--- config.mk ---
export PLATFORM = sky130hd
export DESIGN_NAME = tccs_fifo
export DESIGN_NICKNAME = d
export VERILOG_FILES = /design/src/hdl/tccs_fifo.sv
export SDC_FILE = /design/constraint.sdc
export NUM_CORES = 1
export LEC_CHECK = 0
export ABC_AREA = 1
export BUFFER_PORTS_ARGS = -buffer_cell sky130_fd_sc_hd__buf_2
export CAP_MARGIN = 30
export CELL_PAD_IN_SITES_DETAIL_PLACEMENT = 0
export CELL_PAD_IN_SITES_GLOBAL_PLACEMENT = 1
export CORE_MARGIN = 8
export CORE_UTILIZATION = 42
export DETAILED_ROUTE_END_ITERATION = 8
export HOLD_SLACK_MARGIN = 0.1
export PLACE_DENSITY = 0.77
export SLEW_MARGIN = 20
export SYNTH_ARGS = -nofsm -noshare
export SYNTH_HDL_FRONTEND = slang
export SYNTH_SLANG_ARGS = --single-unit
--- constraint.sdc ---
create_clock -name i_clk -period 2.7 [get_ports i_clk]
set_input_delay 0.135 -clock i_clk [delete_from_list [all_inputs] [get_ports i_clk]]
set_output_delay 0.135 -clock i_clk [all_outputs]
set_load 0.03 [all_outputs]
--- src/hdl/tccs_fifo.sv ---
// small synchronous queue with registered storage
// generic payload width; depth from the instantiating module
module tccs_fifo #(
    parameter int WIDTH = 8,
    parameter int DEPTH = 2
) (
    input  logic             i_clk,
    input  logic             i_rst_n,
    input  logic             i_push,
    input  logic [WIDTH-1:0] i_wdata,
    input  logic             i_pop,
    output logic [WIDTH-1:0] o_rdata,
    output logic             o_full,
    output logic             o_empty
);

    localparam int PTR_W = (DEPTH > 1) ? $clog2(DEPTH) : 1;
    localparam int CNT_W = $clog2(DEPTH + 1);
    localparam logic [PTR_W-1:0] PTR_LAST = PTR_W'(DEPTH - 1);
    localparam logic [CNT_W-1:0] CNT_FULL = CNT_W'(DEPTH);

    logic [WIDTH-1:0] r_mem [DEPTH];
    logic [PTR_W-1:0] r_wr_ptr, n_wr_ptr;
    logic [PTR_W-1:0] r_rd_ptr, n_rd_ptr;
    logic [CNT_W-1:0] r_count, n_count;
    logic             do_push, do_pop;

    assign o_full  = (r_count == CNT_FULL);
    assign o_empty = (r_count == '0);
    assign do_push = i_push && !o_full;
    assign do_pop  = i_pop && !o_empty;
    assign o_rdata = r_mem[r_rd_ptr];

    always_comb begin
        n_wr_ptr = r_wr_ptr;
        n_rd_ptr = r_rd_ptr;
        n_count  = r_count;
        if (do_push) begin
            n_wr_ptr = (r_wr_ptr == PTR_LAST) ? '0 : r_wr_ptr + PTR_W'(1);
        end
        if (do_pop) begin
            n_rd_ptr = (r_rd_ptr == PTR_LAST) ? '0 : r_rd_ptr + PTR_W'(1);
        end
        if (do_push && !do_pop) begin
            n_count = r_count + CNT_W'(1);
        end else if (do_pop && !do_push) begin
            n_count = r_count - CNT_W'(1);
        end
    end

    always_ff @(posedge i_clk) begin
        if (!i_rst_n) begin
            r_wr_ptr <= '0;
            r_rd_ptr <= '0;
            r_count  <= '0;
        end else begin
            r_wr_ptr <= n_wr_ptr;
            r_rd_ptr <= n_rd_ptr;
            r_count  <= n_count;
        end
    end

    always_ff @(posedge i_clk) begin
        if (do_push) begin
            r_mem[r_wr_ptr] <= i_wdata;
        end
    end

endmodule

==> Word level (Yosys, flattened, before mapping) <==
Memory sizes are Yosys's and may differ from the RTL's. A register that Yosys moved wholly into a read port is not among the register bits.
Cells that the tools add are included.
{ "word_totals": {"register_bits": 4, "mem_bits_rw": 16, "out_inout_bits": 10, "wordCells": 27, "memories": 1} }
{ "mem_list": {"columns": ["memory", "words", "word_bits", "read_ports", "rd_clocked_by_memory_dff", "wr", "line_no", "text"], "rows": [
  ["r_mem", 2, 8, 1, 1, 1, "22", "logic [WIDTH-1:0] r_mem [DEPTH];"]
]} }
{ "classes": {"addsub": 4, "eq_ne": 1, "muxes": 8, "reduce_logical": 10} }
{ "op_table": {"columns": ["cell", "count"], "rows": [
  ["$mux 1", 6],
  ["$logic_and 1x1->1", 4],
  ["$logic_not 1->1", 4],
  ["$mux 2", 2],
  ["$add 1x1->1 const B", 2],
  ["$add 2x1->2 const B", 1],
  ["$eq 2x2->1 const B", 1],
  ["$logic_not 2->1", 1],
  ["$reduce_bool 2->1", 1],
  ["$sub 2x1->2 const B", 1]
]} }

==> Depth between registers and ports, before layout <==
{ "logic_depth": {"ltp_word": 7, "ltp_mapped": 10, "mapped_depth_nobuf": 10} }

==> Least setup slack after synthesis <==
No wires, ideal clock.
{ "synth_timing": {"path_kind": "reg-to-reg", "from": "register r_count[0]", "to": "register r_count[1]", "setup_ns": 0.064, "arrival_time_ns": 1.495, "t_required_ns": 2.636, "slack_ns": 1.142, "path_stages_with_launch": 10, "path_buffers": 0, "cell_sequence": "dfxtp_1 nor2_1 nor2_2 inv_1 ha_1 inv_1 nand3_1 nand2_1 inv_1 nor2_1"} }
{ "synth_between": {"elab_chain_cells": 6} }
{ "synth_rtl": {"columns": ["element", "line_no", "text"], "rows": [
  ["from (decl)", "25", "logic [CNT_W-1:0] r_count, n_count;"],
  ["from (signal assigned)", "59", "r_count <= n_count;"],
  ["$logic_not 2->1 (*)", "29", "assign o_empty = (r_count == '0);"],
  ["net o_empty", "14", "output logic o_empty"],
  ["$logic_not 1->1 (*)", "31", "assign do_pop = i_pop && !o_empty;"],
  ["$logic_and 1x1->1 (*)", "31", null],
  ["$logic_not 1->1", "44", "if (do_push && !do_pop) begin"],
  ["$logic_and 1x1->1", "44", null],
  ["$mux 2 or $reduce_bool 2->1 (tied branches)", null, null]
]} }
Mark *: on every way through the listed nets, which the timed path passes. The rest lies on a longest branch. The select of a mux whose other input is x is not followed.
A chain may end at the register's enable or synchronous reset.

==> results by group <==
Status
  – Status: complete, no violations

Run
  – Max-cap violations: 0

CTS
  – Clock transition at path regs: 0.10 ns
  – Clk sinks: 21
  – Root buffer cell: clkbuf_4
  – TritonCTS Buffers: 3
  – Clk_lat worst skew: 0.29 ns
  – Deepest clock path buffer count: 2
  – Post-CTS Setup Bufs: 0
  – CTS H-tree lvls: 1
  – # resized after CTS: 0
  – Post-CTS Hold Fix Bufs: 9
  – CTS tree: done

Placement
  – Buffers added on ports: 21
  – Dpl hpwl: 1020 um
  – GP Congestion: 0.800

Logic synthesis
  – Syn nets: 76
  – Cells after Synth: 63
  – Mapped Area: 823 um^2
  – Yosys reg bits: 21
  – Mapped Avg Cell Area: 13.1 um^2
  – Sequential share of the synthesized area: 70.5%
  – Distinct cell type count after synthesis: 15
  – Synth Warn #: 0

Setup path
  – CP max stage delay: 0.56 ns
  – CP max FO: 8
  – CP max-delay cell: dfxtp_1
  – Critical path required time: 2.57 ns
  – Top Family by Delay on Critical Path: flip-flops
  – Worst r2r src: r_count[0]
  – Setup crit end kind: primary output
  – CP Launch Type: flip-flop
  – Sequence of cells on the critical path: mux2_2 -> buf_2
  – Reg2reg setup slack: 1.24 ns
  – Worst path bufs/invs: 1
  – Crit Path Category: reg -> out
  – R2R Path End: r_mem[1][0]
  – FF-to-FF path depth: 2
  – WP data arrival: 1.42 ns

Timing
  – Final hold viol count: 0
  – Slew headroom: 52.9%
  – Clock skew: 0.00169 ns
  – Max Clock Freq: 641 MHz
  – Setup-failing EPs final: 0
  – RSZ-0062 raised after global routing: no
  – Slew Limit Fails: 0
  – Fin crit share: 57.8%
  – Setup TNS: 0 ns
  – Hold_ws: 0.221 ns
  – Min Clock Period, post-route: 1.56 ns
  – Worst Max-Slew Pin Slew: 0.704 ns

Die
  – Die width: 60.3 um
  – Initial Utilization: 43.3%
  – Die area: 3630 um^2
  – Die Y-Extent: 60.3 um
  – Io pins: 22
  – Row cnt: 16
  – Core area: 1900 um^2

Cells and area
  – Area grow syn2layout: 30.4%
  – Commonest cells after routing, fill and taps aside: 21 x buf_2, 16 x edfxtp_1, 10 x nor2_1, 9 x dlygate4sd3_1
  – Commonest non-fill, non-tap cell in the layout: buf_2
  – Layout cells sized above 1: 36.5%
  – Diodes inserted: 0
  – Final #Nets: 110

Min path
  – Hold depth: 4
  – Hold Crit Endpoint: r_wr_ptr
  – Min-delay src: i_push
  – Hold Path Class: in -> reg

Routing
  – Residual DRC: 0
  – DRT Pass-1 Iters: 4
  – Routed Antenna Nets: 0
  – Routed vias: 541
  – Via density: 4.40
  – DRT iter0 DRCs: 5
  – Routed length per instance: 11.7 um
  – Routed WL: 1430 um

Global route
  – Total gr overflow: 0
  – Initial antenna violation count: 0
  – Global Route Usage Sum: 8.19%
  – Vias in the first global route: 509
  – First-pass GRT wire length: 2140 um
  – Largest net degree at the start of global routing: 12

Power and ir drop
  – PD cells: 881 nW/um^2
  – Pleak: 0.000445 uW
  – Total Power: 946 uW
  – Worst VDD drop: 429 uV
[cell usage after synthesis]
cell type / number / area, um^2
a21oi_1: 1 / 5.00
nand2_1: 6 / 22.5
edfxtp_1: 16 / 480
nor2_2: 1 / 6.26
ha_1: 1 / 12.5
nand3_1: 1 / 5.00
inv_1: 8 / 30.0
nor2_1: 10 / 37.5
inv_2: 1 / 3.75
nand4_1: 1 / 6.26
buf_2: 1 / 5.00
o21ai_2: 1 / 8.76
mux2_2: 8 / 90.1
o21ai_0: 2 / 10.0
dfxtp_1: 5 / 100
[cell type report]
class	instances	area, um^2
sequential	21	581
inverter	9	33.8
tap	27	33.8
fill	164	828
clock buffer	4	26.3
multi-input combinational	32	204
timing repair buffer	30	195
[worst min-delay path: cells and delay by family]
kind	cells	cell delay [ns]
compound gates	2	0.16
simple gates	1	0.08
buf+inv	1	0.10
[power by group]
group	total, uW	switching (uW)	internal (uW)
logic	351	228	124
registers	452	39.0	413
clock network	143	85.6	57.5
[flip-flops by register name, indices dropped and copies added, names as in the netlist, named ones only]
register,flops
r_mem,16
r_wr_ptr,1
r_count,2
r_rd_ptr,1
[how the worst max path moves through the flow]
stage               cells past startpoint           to
finish                                  2   o_rdata[3]
global route                            2   o_rdata[7]
floorplan                               9   r_count[1]
global placement                        2  r_mem[1][5]
CTS                                     2   o_rdata[3]
detailed placement                      2  r_mem[0][3]
[cells by family (layout without fill, tap and decap cells)]
family / count (synthesis) / count (layout) / share of synthesized area [%]
DFF: 21 / 21 / 70.5
and+or+nand+nor: 19 / 19 / 9.42
buffers and inverters: 10 / 43 / 4.71
adders and majority gates: 1 / 1 / 1.52
muxes: 8 / 8 / 10.9
AOI/OAI and AO/OA: 4 / 4 / 2.89
[layer usage]
layer	wire length [um]	up-vias	track usage (%)
met5	0	-	0
met4	19	0	4.08
met3	105	4	3.01
met2	658	16	12.8
met1	651	241	9.53
li1	-	280	-
[per-stage QoR]
| stage | setup slack (ns) | utilization [%] | instances | cell area [um^2] |
|---|---|---|---|---|
| final | 1.14 | 56.4 | 123 | 1070 |
| after global routing | 1.07 | 56.4 | 123 | 1070 |
| after CTS | 1.11 | 56.4 | 123 | 1070 |
| after detailed placement | 1.23 | 50.3 | 110 | 957 |
| after global placement | 1.24 | 50.3 | 110 | 957 |
| after floorplan | 1.14 | - | 63 | 823 |
No activity file was read; power rests on OpenSTA's default activity.
