`config.mk`:
```
export PLATFORM = sky130hd
export DESIGN_NAME = tccs_front
export DESIGN_NICKNAME = d
export VERILOG_FILES = /design/src/hdl/tccs_pkg.sv /design/src/hdl/tccs_front.sv
export SDC_FILE = /design/constraint.sdc
export NUM_CORES = 1
export LEC_CHECK = 0
export CORE_AREA = 2 2 39 41
export DETAILED_ROUTE_END_ITERATION = 8
export DIE_AREA = 0 0 41 43
export DONT_BUFFER_PORTS = 1
export GPL_ROUTABILITY_DRIVEN = 1
export GPL_TIMING_DRIVEN = 0
export SLEW_MARGIN = 40
export SYNTH_ARGS = -nofsm -noshare
export SYNTH_HDL_FRONTEND = slang
export SYNTH_SLANG_ARGS = --single-unit
```
`constraint.sdc`:
```
create_clock -name vclk -period 2.82
set_input_delay 0.564 -clock vclk [all_inputs]
set_output_delay 0.564 -clock vclk [all_outputs]
set_load 0.03 [all_outputs]
```
`src/hdl/tccs_pkg.sv`:
```
// shared types and constants for the text console engine
// no dependencies; used by every module of the block except tccs_fifo
package tccs_pkg;

    // default screen geometry
    localparam int COLUMNS_DEF = 80;
    localparam int ROWS_DEF    = 25;

    // command queue and result queue depth
    localparam int QUEUE_DEPTH = 2;

    // field widths
    localparam int CHAR_W  = 8;
    localparam int COLOR_W = 8;
    localparam int TAB_W   = 4;

    // cell values
    localparam logic [CHAR_W-1:0]  BLANK_CHAR  = 8'h20;
    localparam logic [COLOR_W-1:0] RESET_COLOR = 8'h07;
    localparam logic [COLOR_W-1:0] RESET_FILL  = 8'h07;
    localparam logic [TAB_W-1:0]   RESET_TAB   = 4'd4;

    // control characters
    localparam logic [CHAR_W-1:0] CHAR_TAB = 8'd9;
    localparam logic [CHAR_W-1:0] CHAR_LF  = 8'd10;
    localparam logic [CHAR_W-1:0] CHAR_CR  = 8'd13;

    // configuration register indexes
    localparam logic CFG_FILL_COLOR = 1'b0;
    localparam logic CFG_TAB_WIDTH  = 1'b1;

    // operation codes of an input item
    typedef enum logic [1:0] {
        OP_PUT   = 2'd0,
        OP_CLEAR = 2'd1,
        OP_READ  = 2'd2
    } t_op;

    // classified command handed from front to back
    typedef enum logic [2:0] {
        CMD_GLYPH   = 3'd0,
        CMD_NEWLINE = 3'd1,
        CMD_RETURN  = 3'd2,
        CMD_TAB     = 3'd3,
        CMD_CLEAR   = 3'd4,
        CMD_READ    = 3'd5,
        CMD_NOP     = 3'd6
    } t_cmd_kind;

    typedef struct packed {
        t_cmd_kind         kind;
        logic [CHAR_W-1:0] ch;
        logic [6:0]        rd_col;
        logic [4:0]        rd_row;
    } t_cmd_item;

    typedef struct packed {
        logic [6:0]         cursor_col;
        logic [4:0]         cursor_row;
        logic [10:0]        cursor_position;
        logic [CHAR_W-1:0]  cell_char;
        logic [COLOR_W-1:0] cell_color;
    } t_result;

    // engine sequencer states
    typedef enum logic [2:0] {
        ST_INIT  = 3'd0,
        ST_IDLE  = 3'd1,
        ST_TAB   = 3'd2,
        ST_MOVE  = 3'd3,
        ST_FILL  = 3'd4,
        ST_CLEAR = 3'd5,
        ST_READ  = 3'd6
    } t_state;

endpackage

```
`src/hdl/tccs_front.sv`:
```
// front end: classifies an incoming item into an engine command
// depends on tccs_pkg
module tccs_front #(
    parameter int COLUMNS = 80,
    parameter int ROWS    = 25
) (
    input  logic                 i_push,
    input  logic [1:0]           i_operation,
    input  logic [7:0]           i_char_code,
    input  logic [6:0]           i_read_col,
    input  logic [4:0]           i_read_row,
    output logic                 o_cmd_push,
    output tccs_pkg::t_cmd_item  o_cmd
);

    import tccs_pkg::*;

    localparam logic [7:0] COL_LIM = 8'(COLUMNS);
    localparam logic [6:0] ROW_LIM = 7'(ROWS);

    logic in_screen;

    // reads outside the screen become no-ops
    assign in_screen = (8'(i_read_col) < COL_LIM) && (7'(i_read_row) < ROW_LIM);
    assign o_cmd_push = i_push;

    always_comb begin
        o_cmd.ch     = i_char_code;
        o_cmd.rd_col = i_read_col;
        o_cmd.rd_row = i_read_row;
        o_cmd.kind   = CMD_NOP;
        unique case (i_operation)
            OP_PUT: begin
                unique case (i_char_code)
                    CHAR_TAB: o_cmd.kind = CMD_TAB;
                    CHAR_LF:  o_cmd.kind = CMD_NEWLINE;
                    CHAR_CR:  o_cmd.kind = CMD_RETURN;
                    default:  o_cmd.kind = CMD_GLYPH;
                endcase
            end
            OP_CLEAR: o_cmd.kind = CMD_CLEAR;
            OP_READ:  o_cmd.kind = in_screen ? CMD_READ : CMD_NOP;
            default:  o_cmd.kind = CMD_NOP;
        endcase
    end

endmodule

```
* Yosys cells after proc, flatten, opt, wreduce, memory -nomap -nowiden
Index checks and enable logic that the tools add are counted.
** Word-level totals
- Word-level logic and storage cells :: 12
- Bits of input ports :: 23
- Register bits after elaboration :: 0
** Operators by class
- Reduce and logical (&&, ||, !) cells :: 2
- Mux-type cells :: 3
- Equal/unequal tests :: 5
- Magnitude comparators :: 2
** Operator list (number)
- == test 8 x 4 -> 1 bit (second input constant) :: 3
- case mux 3 bit (3 select lines) :: 1
- less-than comparator 7 bit (second input constant) :: 1
- case mux 2 bit (3 select lines) :: 1
- less-than comparator 5 bit (second input constant) :: 1
- == test 2 x 1 -> 1 bit (second input constant) :: 1
- == test 2 bit (second input constant) :: 1
- zero test 2 bit :: 1
- two-way mux 2 bit :: 1
- logical AND 1 bit :: 1

* Logic depth before layout (Yosys ltp)
Gate-level depths: netlist of run 1.
- Word-level depth :: 4
- Gate-level depth with buffers :: 3
- Mapped depth without buffers :: 3

* Worst setup path before layout of run 1
Ideal clock, no wire load.
- Path type :: input port to output port
- From :: input i_operation[0]
- To :: output o_cmd[21] in the netlist's numbering
- Setup slack :: 0.943 ns
- Arrival time :: 1.313 ns
- Stages on the path :: 3
- Cell sequence :: nor4b_2 > and4b_1 > o21a_1
** RTL lines
- start, declared :: line tccs_front.sv:8 : input logic [1:0] i_operation,
- end, declared :: line tccs_front.sv:13 : output tccs_pkg::t_cmd_item o_cmd

==> results.sh, run 1 <==
export IMPL_criticalPathCategory="in -> out"
export IMPL_coreArea_um2=1384
export IMPL_gp_congestion=0.4648
export IMPL_dieHeight_um=43
export IMPL_clkPwrFrac_pct=0
export IMPL_slew_violations=0
export IMPL_dpl_cell_area_um2=266.5
export IMPL_crit_slowest_cell="nor4b_2"
export IMPL_cp_end_kind="output pin"
export IMPL_wl_met3_um=87
export IMPL_syn2layout_area_growth_pct=8.122
export IMPL_grt_max_degree=5
export IMPL_grt_pass1_wl_um=545
export IMPL_grt_overflow_total=0
export IMPL_clock_buffers=0
export IMPL_arrival_ns=1.41
export IMPL_drive_above_1_share_pct=66.67
export IMPL_syn_num_nets=56
export IMPL_max_freq_mhz=507.3
export IMPL_antenna_cells=0
export IMPL_finalCritPeriodShare_pct=69.90
export IMPL_seqCellArea_um2=0
export IMPL_finalSetupTns_ns=0
export IMPL_cpPeakStageDelay_ns=0.31
export IMPL_drv_cap=0
export IMPL_antenna_found_initial=0
export IMPL_port_buffers=0
export IMPL_hold_violations=0
export IMPL_timing_critical_path_fanout_max=3
export IMPL_crit_required_ns=2.26
export IMPL_drc=0
export IMPL_synth_distinct_cells=13
export IMPL_worst_pin_slew_ns=0.2892
export IMPL_cp_start_kind="input port"
export IMPL_cp_buffers_inverters=0
export IMPL_final_antenna_net_count=0
export IMPL_nFlopsAndLatches=0
export IMPL_ys_warn_count=0
export IMPL_die_w_um=41
export IMPL_combPwrFrac_pct=100.0
export IMPL_outcome="complete, no violations"
export IMPL_ctsResizeCount=0
export IMPL_io_pins=47
export IMPL_crit_end="o_cmd[21]"
export IMPL_firstDrtPassIters=2
export IMPL_grt_pass1_vias=144
export IMPL_via_count=204
export IMPL_p_leak_nw=0.1310
export IMPL_final_cell_area_um2=266.5
export IMPL_hold_class="in -> out"
export IMPL_die_area_um2=1763
export IMPL_rsz0062_at_grt="false"
export IMPL_wl_met1_um=157
export IMPL_crit_family="simple AND/OR/NAND/NOR gates"
export IMPL_power_internal_uw=23.61
export IMPL_dpl_cell_count=49
export IMPL_p_per_area_nw_per_um2=256.7
export IMPL_cp_cell_sequence="nor4b_2 > and4b_1 > o21a_1"
export IMPL_cts_setup_buffers=0
export IMPL_fin_total_pwr_uw=68.42
export IMPL_wl_met2_um=275
export IMPL_drtIter0Drc=2
export IMPL_finalNonFillerCells=49
export IMPL_cts_hold_buf=0
export IMPL_relSlewSlack_pct=80.42
export IMPL_syn_area_um2=246.5
export IMPL_peakVddDrop_mv=0.06734
export IMPL_synthCells=33
export IMPL_synth_seq_area_share_pct=0
export IMPL_start_util_pct=17.81
export IMPL_nets=58
export IMPL_seqPwrFrac_pct=0
export IMPL_setup_viol=0
export IMPL_totalWireLength_um=520
export IMPL_min_period_ns=1.971
export IMPL_wl_per_cell_um=10.61
export IMPL_syn_area_per_cell_um2=7.469
export IMPL_rows=14
export IMPL_p_switching_uw=44.81
export IMPL_grtUsageTotal_pct=4.196
export IMPL_top_layer="met3"
export IMPL_startpoint="i_operation[0]"
export IMPL_swShare_pct=65.49
export IMPL_via_per_inst=4.163
export IMPL_final_core_util_pct=19.26
export IMPL_worstSetupPathDepth=3
worst min-delay path by stage:
stage,cells past startpoint,to,start
after global routing,1,o_cmd[2],i_read_row[2]
after global placement,1,o_cmd[15],i_char_code[3]
after detailed placement,1,o_cmd[12],i_char_code[0]
after CTS,1,o_cmd[15],i_char_code[3]
after floorplan,1,o_cmd[0],i_read_row[0]
final,1,o_cmd[11],i_read_col[6]
final cells by class:
type | count | area (um2)
fillers | 160 | 1117
multi-input cells | 12 | 88.84
plain buffers | 21 | 157.7
well taps | 16 | 20.02
metrics by stage:
| stage | worst slack (ns) | hold WS (ns) |
|---|---|---|
| 2_1_floorplan | 0.9428 | 1.260 |
| 3_3_place_gp | 0.8351 | 1.262 |
| 3_5_place_dp | 0.8065 | 1.261 |
| 4_1_cts | 0.8065 | 1.261 |
| 5_1_grt | 0.7591 | 1.262 |
| 6_report | 0.8489 | 1.261 |
layer usage:
layer,GRT usage [%],vias up
met4,0,0
met2,8.125,22
li1,-,93
met1,4.430,89
met3,1.047,0
met5,0,-
cells in the mapped netlist:
library cell  instances  share of area (%)
o21a_1                1                3.0
xor2_1                1                3.6
or2_1                 1                2.5
nor4b_2               1                6.1
nand4b_1              1                3.6
nand2_1               1                1.5
nand3_1               1                2.0
buf_4                21                 64
nor4_1                1                2.5
o311ai_1              1                3.6
o21ai_0               1                2.0
and4b_1               1                4.1
nor2_1                1                1.5
power groups by stage:
stage / combinational, mW / sequential (mW) / clock [mW]
2_1_floorplan: 0.0666 / 0 / 0
4_1_cts: 0.0690 / 0 / 0
6_report: 0.0684 / 0 / 0
3_5_place_dp: 0.0690 / 0 / 0
3_3_place_gp: 0.0691 / 0 / 0
5_1_grt: 0.0707 / 0 / 0
cell usage in the layout (no fill, tap or decap):
master / netlist / layout
buf_4: 21 / 21
and4b_1: 1 / 1
nor4b_2: 1 / 1
nand3_1: 1 / 1
o21ai_0: 1 / 1
o311ai_1: 1 / 1
nand2_1: 1 / 1
nor4_1: 1 / 1
or2_1: 1 / 1
xor2_1: 1 / 1
nor2_1: 1 / 1
o21a_1: 1 / 1
nand4b_1: 1 / 1
cells by family after synthesis:
family,Yosys count,share of synthesized area [%]
buf+inv,21,63.96
compound gates,3,8.629
xor+xnor,1,3.554
simple gates,8,23.86
No activity file was read; power rests on OpenSTA's default activity.
==> run 2: changes to the inputs <==
--- a/config.mk
+++ b/config.mk
@@ -5,6 +5,7 @@
 export SDC_FILE = /design/constraint.sdc
 export NUM_CORES = 1
 export LEC_CHECK = 0
+export ABC_AREA = 1
 export CORE_AREA = 2 2 39 41
 export DETAILED_ROUTE_END_ITERATION = 8
 export DIE_AREA = 0 0 41 43
==> constraint.sdc (replaced) <==
create_clock -name vclk -period 1.8
set_input_delay 0.36 -clock vclk [all_inputs]
set_output_delay 0.36 -clock vclk [all_outputs]
set_load 0.03 [all_outputs]
==> run 2 against run 1 <==
Against the previous run:
- global-route usage increased by 0.40 points
- final cell count increased by 53%
- sequential share of layout area stayed put
- first-iteration DRC count fell by 50%
- synthesized cell count increased by 79%
- cell area grew 22%
- die area is the same
- worst hold slack worse by 0.41 ns
==> results.sh, run 2 <==
export IMPL_dieHeight_um=43
export IMPL_grt_max_degree=4
export IMPL_peakVddDrop_mv=0.07761
export IMPL_clock_buffers=0
export IMPL_crit_family="simple AND/OR/NAND/NOR gates"
export IMPL_final_core_util_pct=23.51
export IMPL_combPwrFrac_pct=100.0
export IMPL_ys_warn_count=0
export IMPL_worst_pin_slew_ns=0.2904
export IMPL_power_internal_uw=38.91
export IMPL_seqCellArea_um2=0
export IMPL_outcome="complete, no violations"
export IMPL_cp_start_kind="input port"
export IMPL_via_per_inst=3.747
export IMPL_netlist_top_cells_count="buf_4 (21), nand2_1 (15), inv_1 (14)"
export IMPL_crit_required_ns=1.44
export IMPL_whs_ns=0.8528
export IMPL_yosysTopAreaCell="buf_4"
export IMPL_nets=84
export IMPL_finalCritPeriodShare_pct=71.19
export IMPL_synth_top_cell_area_share_pct=51.64
export IMPL_setup_viol=0
export IMPL_gp_congestion=0.5848
export IMPL_cts_setup_buffers=0
export IMPL_p_leak_nw=0.2289
export IMPL_swShare_pct=66.66
export IMPL_cp_buffers_inverters=2
export IMPL_grt_pass1_wl_um=614
export IMPL_ctsResizeCount=0
export IMPL_cp_end_kind="output pin"
export IMPL_drv_cap=0
export IMPL_nFlopsAndLatches=0
export IMPL_worstSetupPathDepth=7
export IMPL_syn_num_nets=82
export IMPL_syn_area_per_cell_um2=5.174
export IMPL_synth_seq_area_share_pct=0
export IMPL_antenna_found_initial=0
export IMPL_rows=14
export IMPL_fillers=159
export IMPL_seqPwrFrac_pct=0
export IMPL_slew_violations=0
export IMPL_synth_area_top_cells="buf_4 (52%), nand2_1 (18%), inv_1 (17%)"
export IMPL_die_w_um=41
export IMPL_layout_common_cells="buf_4 (21), nand2_1 (15), inv_1 (14)"
export IMPL_relSlewSlack_pct=80.59
export IMPL_drive_above_1_share_pct=37.29
export IMPL_io_pins=47
export IMPL_max_freq_mhz=780.4
export IMPL_hold_violations=0
export IMPL_start_util_pct=22.06
export IMPL_p_per_area_nw_per_um2=358.8
export IMPL_place_hpwl_um=528.3
export IMPL_cp_cell_sequence="inv_1 > nand2_1 > nor2_2 > nand2_1 > nand2_1 > nand2_1 > inv_1"
export IMPL_crit_end="o_cmd[21]"
export IMPL_hold_path_startpoint="i_read_col[6]"
export IMPL_cp_common_cell="nand2_1"
export IMPL_firstDrtPassIters=2
export IMPL_wl_per_cell_um=7.360
export IMPL_drc=0
export IMPL_cpPeakStageDelay_ns=0.21
export IMPL_port_buffers=0
export IMPL_totalWireLength_um=552
export IMPL_synth_most_common_cell="buf_4"
export IMPL_startpoint="i_char_code[4]"
export IMPL_min_period_ns=1.281
export IMPL_syn2layout_area_growth_pct=6.557
export IMPL_criticalPathCategory="in -> out"
export IMPL_timing_critical_path_fanout_max=2
export IMPL_hold_class="in -> out"
export IMPL_via_count=281
export IMPL_grt_pass1_vias=185
export IMPL_cts_hold_buf=0
export IMPL_drtIter0Drc=1
export IMPL_die_area_um2=1763
export IMPL_coreArea_um2=1384
export IMPL_clkPwrFrac_pct=0
export IMPL_rsz0062_at_grt="false"
export IMPL_crit_slowest_cell="inv_1"
export IMPL_arrival_ns=0.92
export IMPL_grt_overflow_total=0
export IMPL_synth_distinct_cells=6
export IMPL_syn_area_um2=305.3
export IMPL_synthCells=59
export IMPL_grtUsageTotal_pct=4.595
export IMPL_finalSetupTns_ns=0
export IMPL_final_antenna_net_count=0
export IMPL_final_common_cell="buf_4"
export IMPL_p_switching_uw=77.80
export IMPL_antenna_cells=0
run 2: area by class of cell:
| cell class | instances | area (um2) | share of cell area (%) |
|---|---|---|---|
| well taps | 16 | 20.02 | 6.154 |
| plain buffers | 21 | 157.7 | 48.46 |
| multi-input cells | 24 | 95.09 | 29.23 |
| inverters | 14 | 52.55 | 16.15 |
run 2: logic make-up (layout without fill, tap and decap cells):
| kind of cell | count (synthesis) | count (layout) | synth area share (%) |
|---|---|---|---|
| buf+inv | 35 | 35 | 68.85 |
| simple gates | 24 | 24 | 31.15 |
run 2: how the worst min path moves through the flow:
stage,endpoint,cells after the start,slack (ns)
4_1_cts,o_cmd[0],1,0.85
3_3_place_gp,o_cmd[6],1,0.85
3_5_place_dp,o_cmd[0],1,0.85
5_1_grt,o_cmd[5],1,0.85
2_1_floorplan,o_cmd[0],1,0.85
6_report,o_cmd[11],1,0.85
run 2: through the flow:
stage	total power, mW	worst slack [ns]	cell area [um2]	std cells
2_1_floorplan	0.1129	0.5643	305.3	59
6_report	0.1167	0.5186	325.3	75
5_1_grt	0.1253	0.4362	325.3	75
4_1_cts	0.1179	0.4981	325.3	75
3_5_place_dp	0.1178	0.4973	325.3	75
3_3_place_gp	0.1182	0.5050	325.3	75
run 2: power groups by stage:
stage / combinational (mW) / clock, mW / sequential [mW]
after floorplan: 0.113 / 0 / 0
after global placement: 0.118 / 0 / 0
after detailed placement: 0.118 / 0 / 0
after CTS: 0.118 / 0 / 0
after global routing: 0.125 / 0 / 0
final: 0.117 / 0 / 0
run 2: metal layers:
| layer | global-route usage, % | share of wire [%] | wire (um) |
|---|---|---|---|
| met1 | 4.747 | 34 | 186 |
| met2 | 9.688 | 45 | 248 |
| met3 | 0 | 21 | 117 |
| met4 | 0 | 0 | 0 |
| met5 | 0 | 0 | 0 |
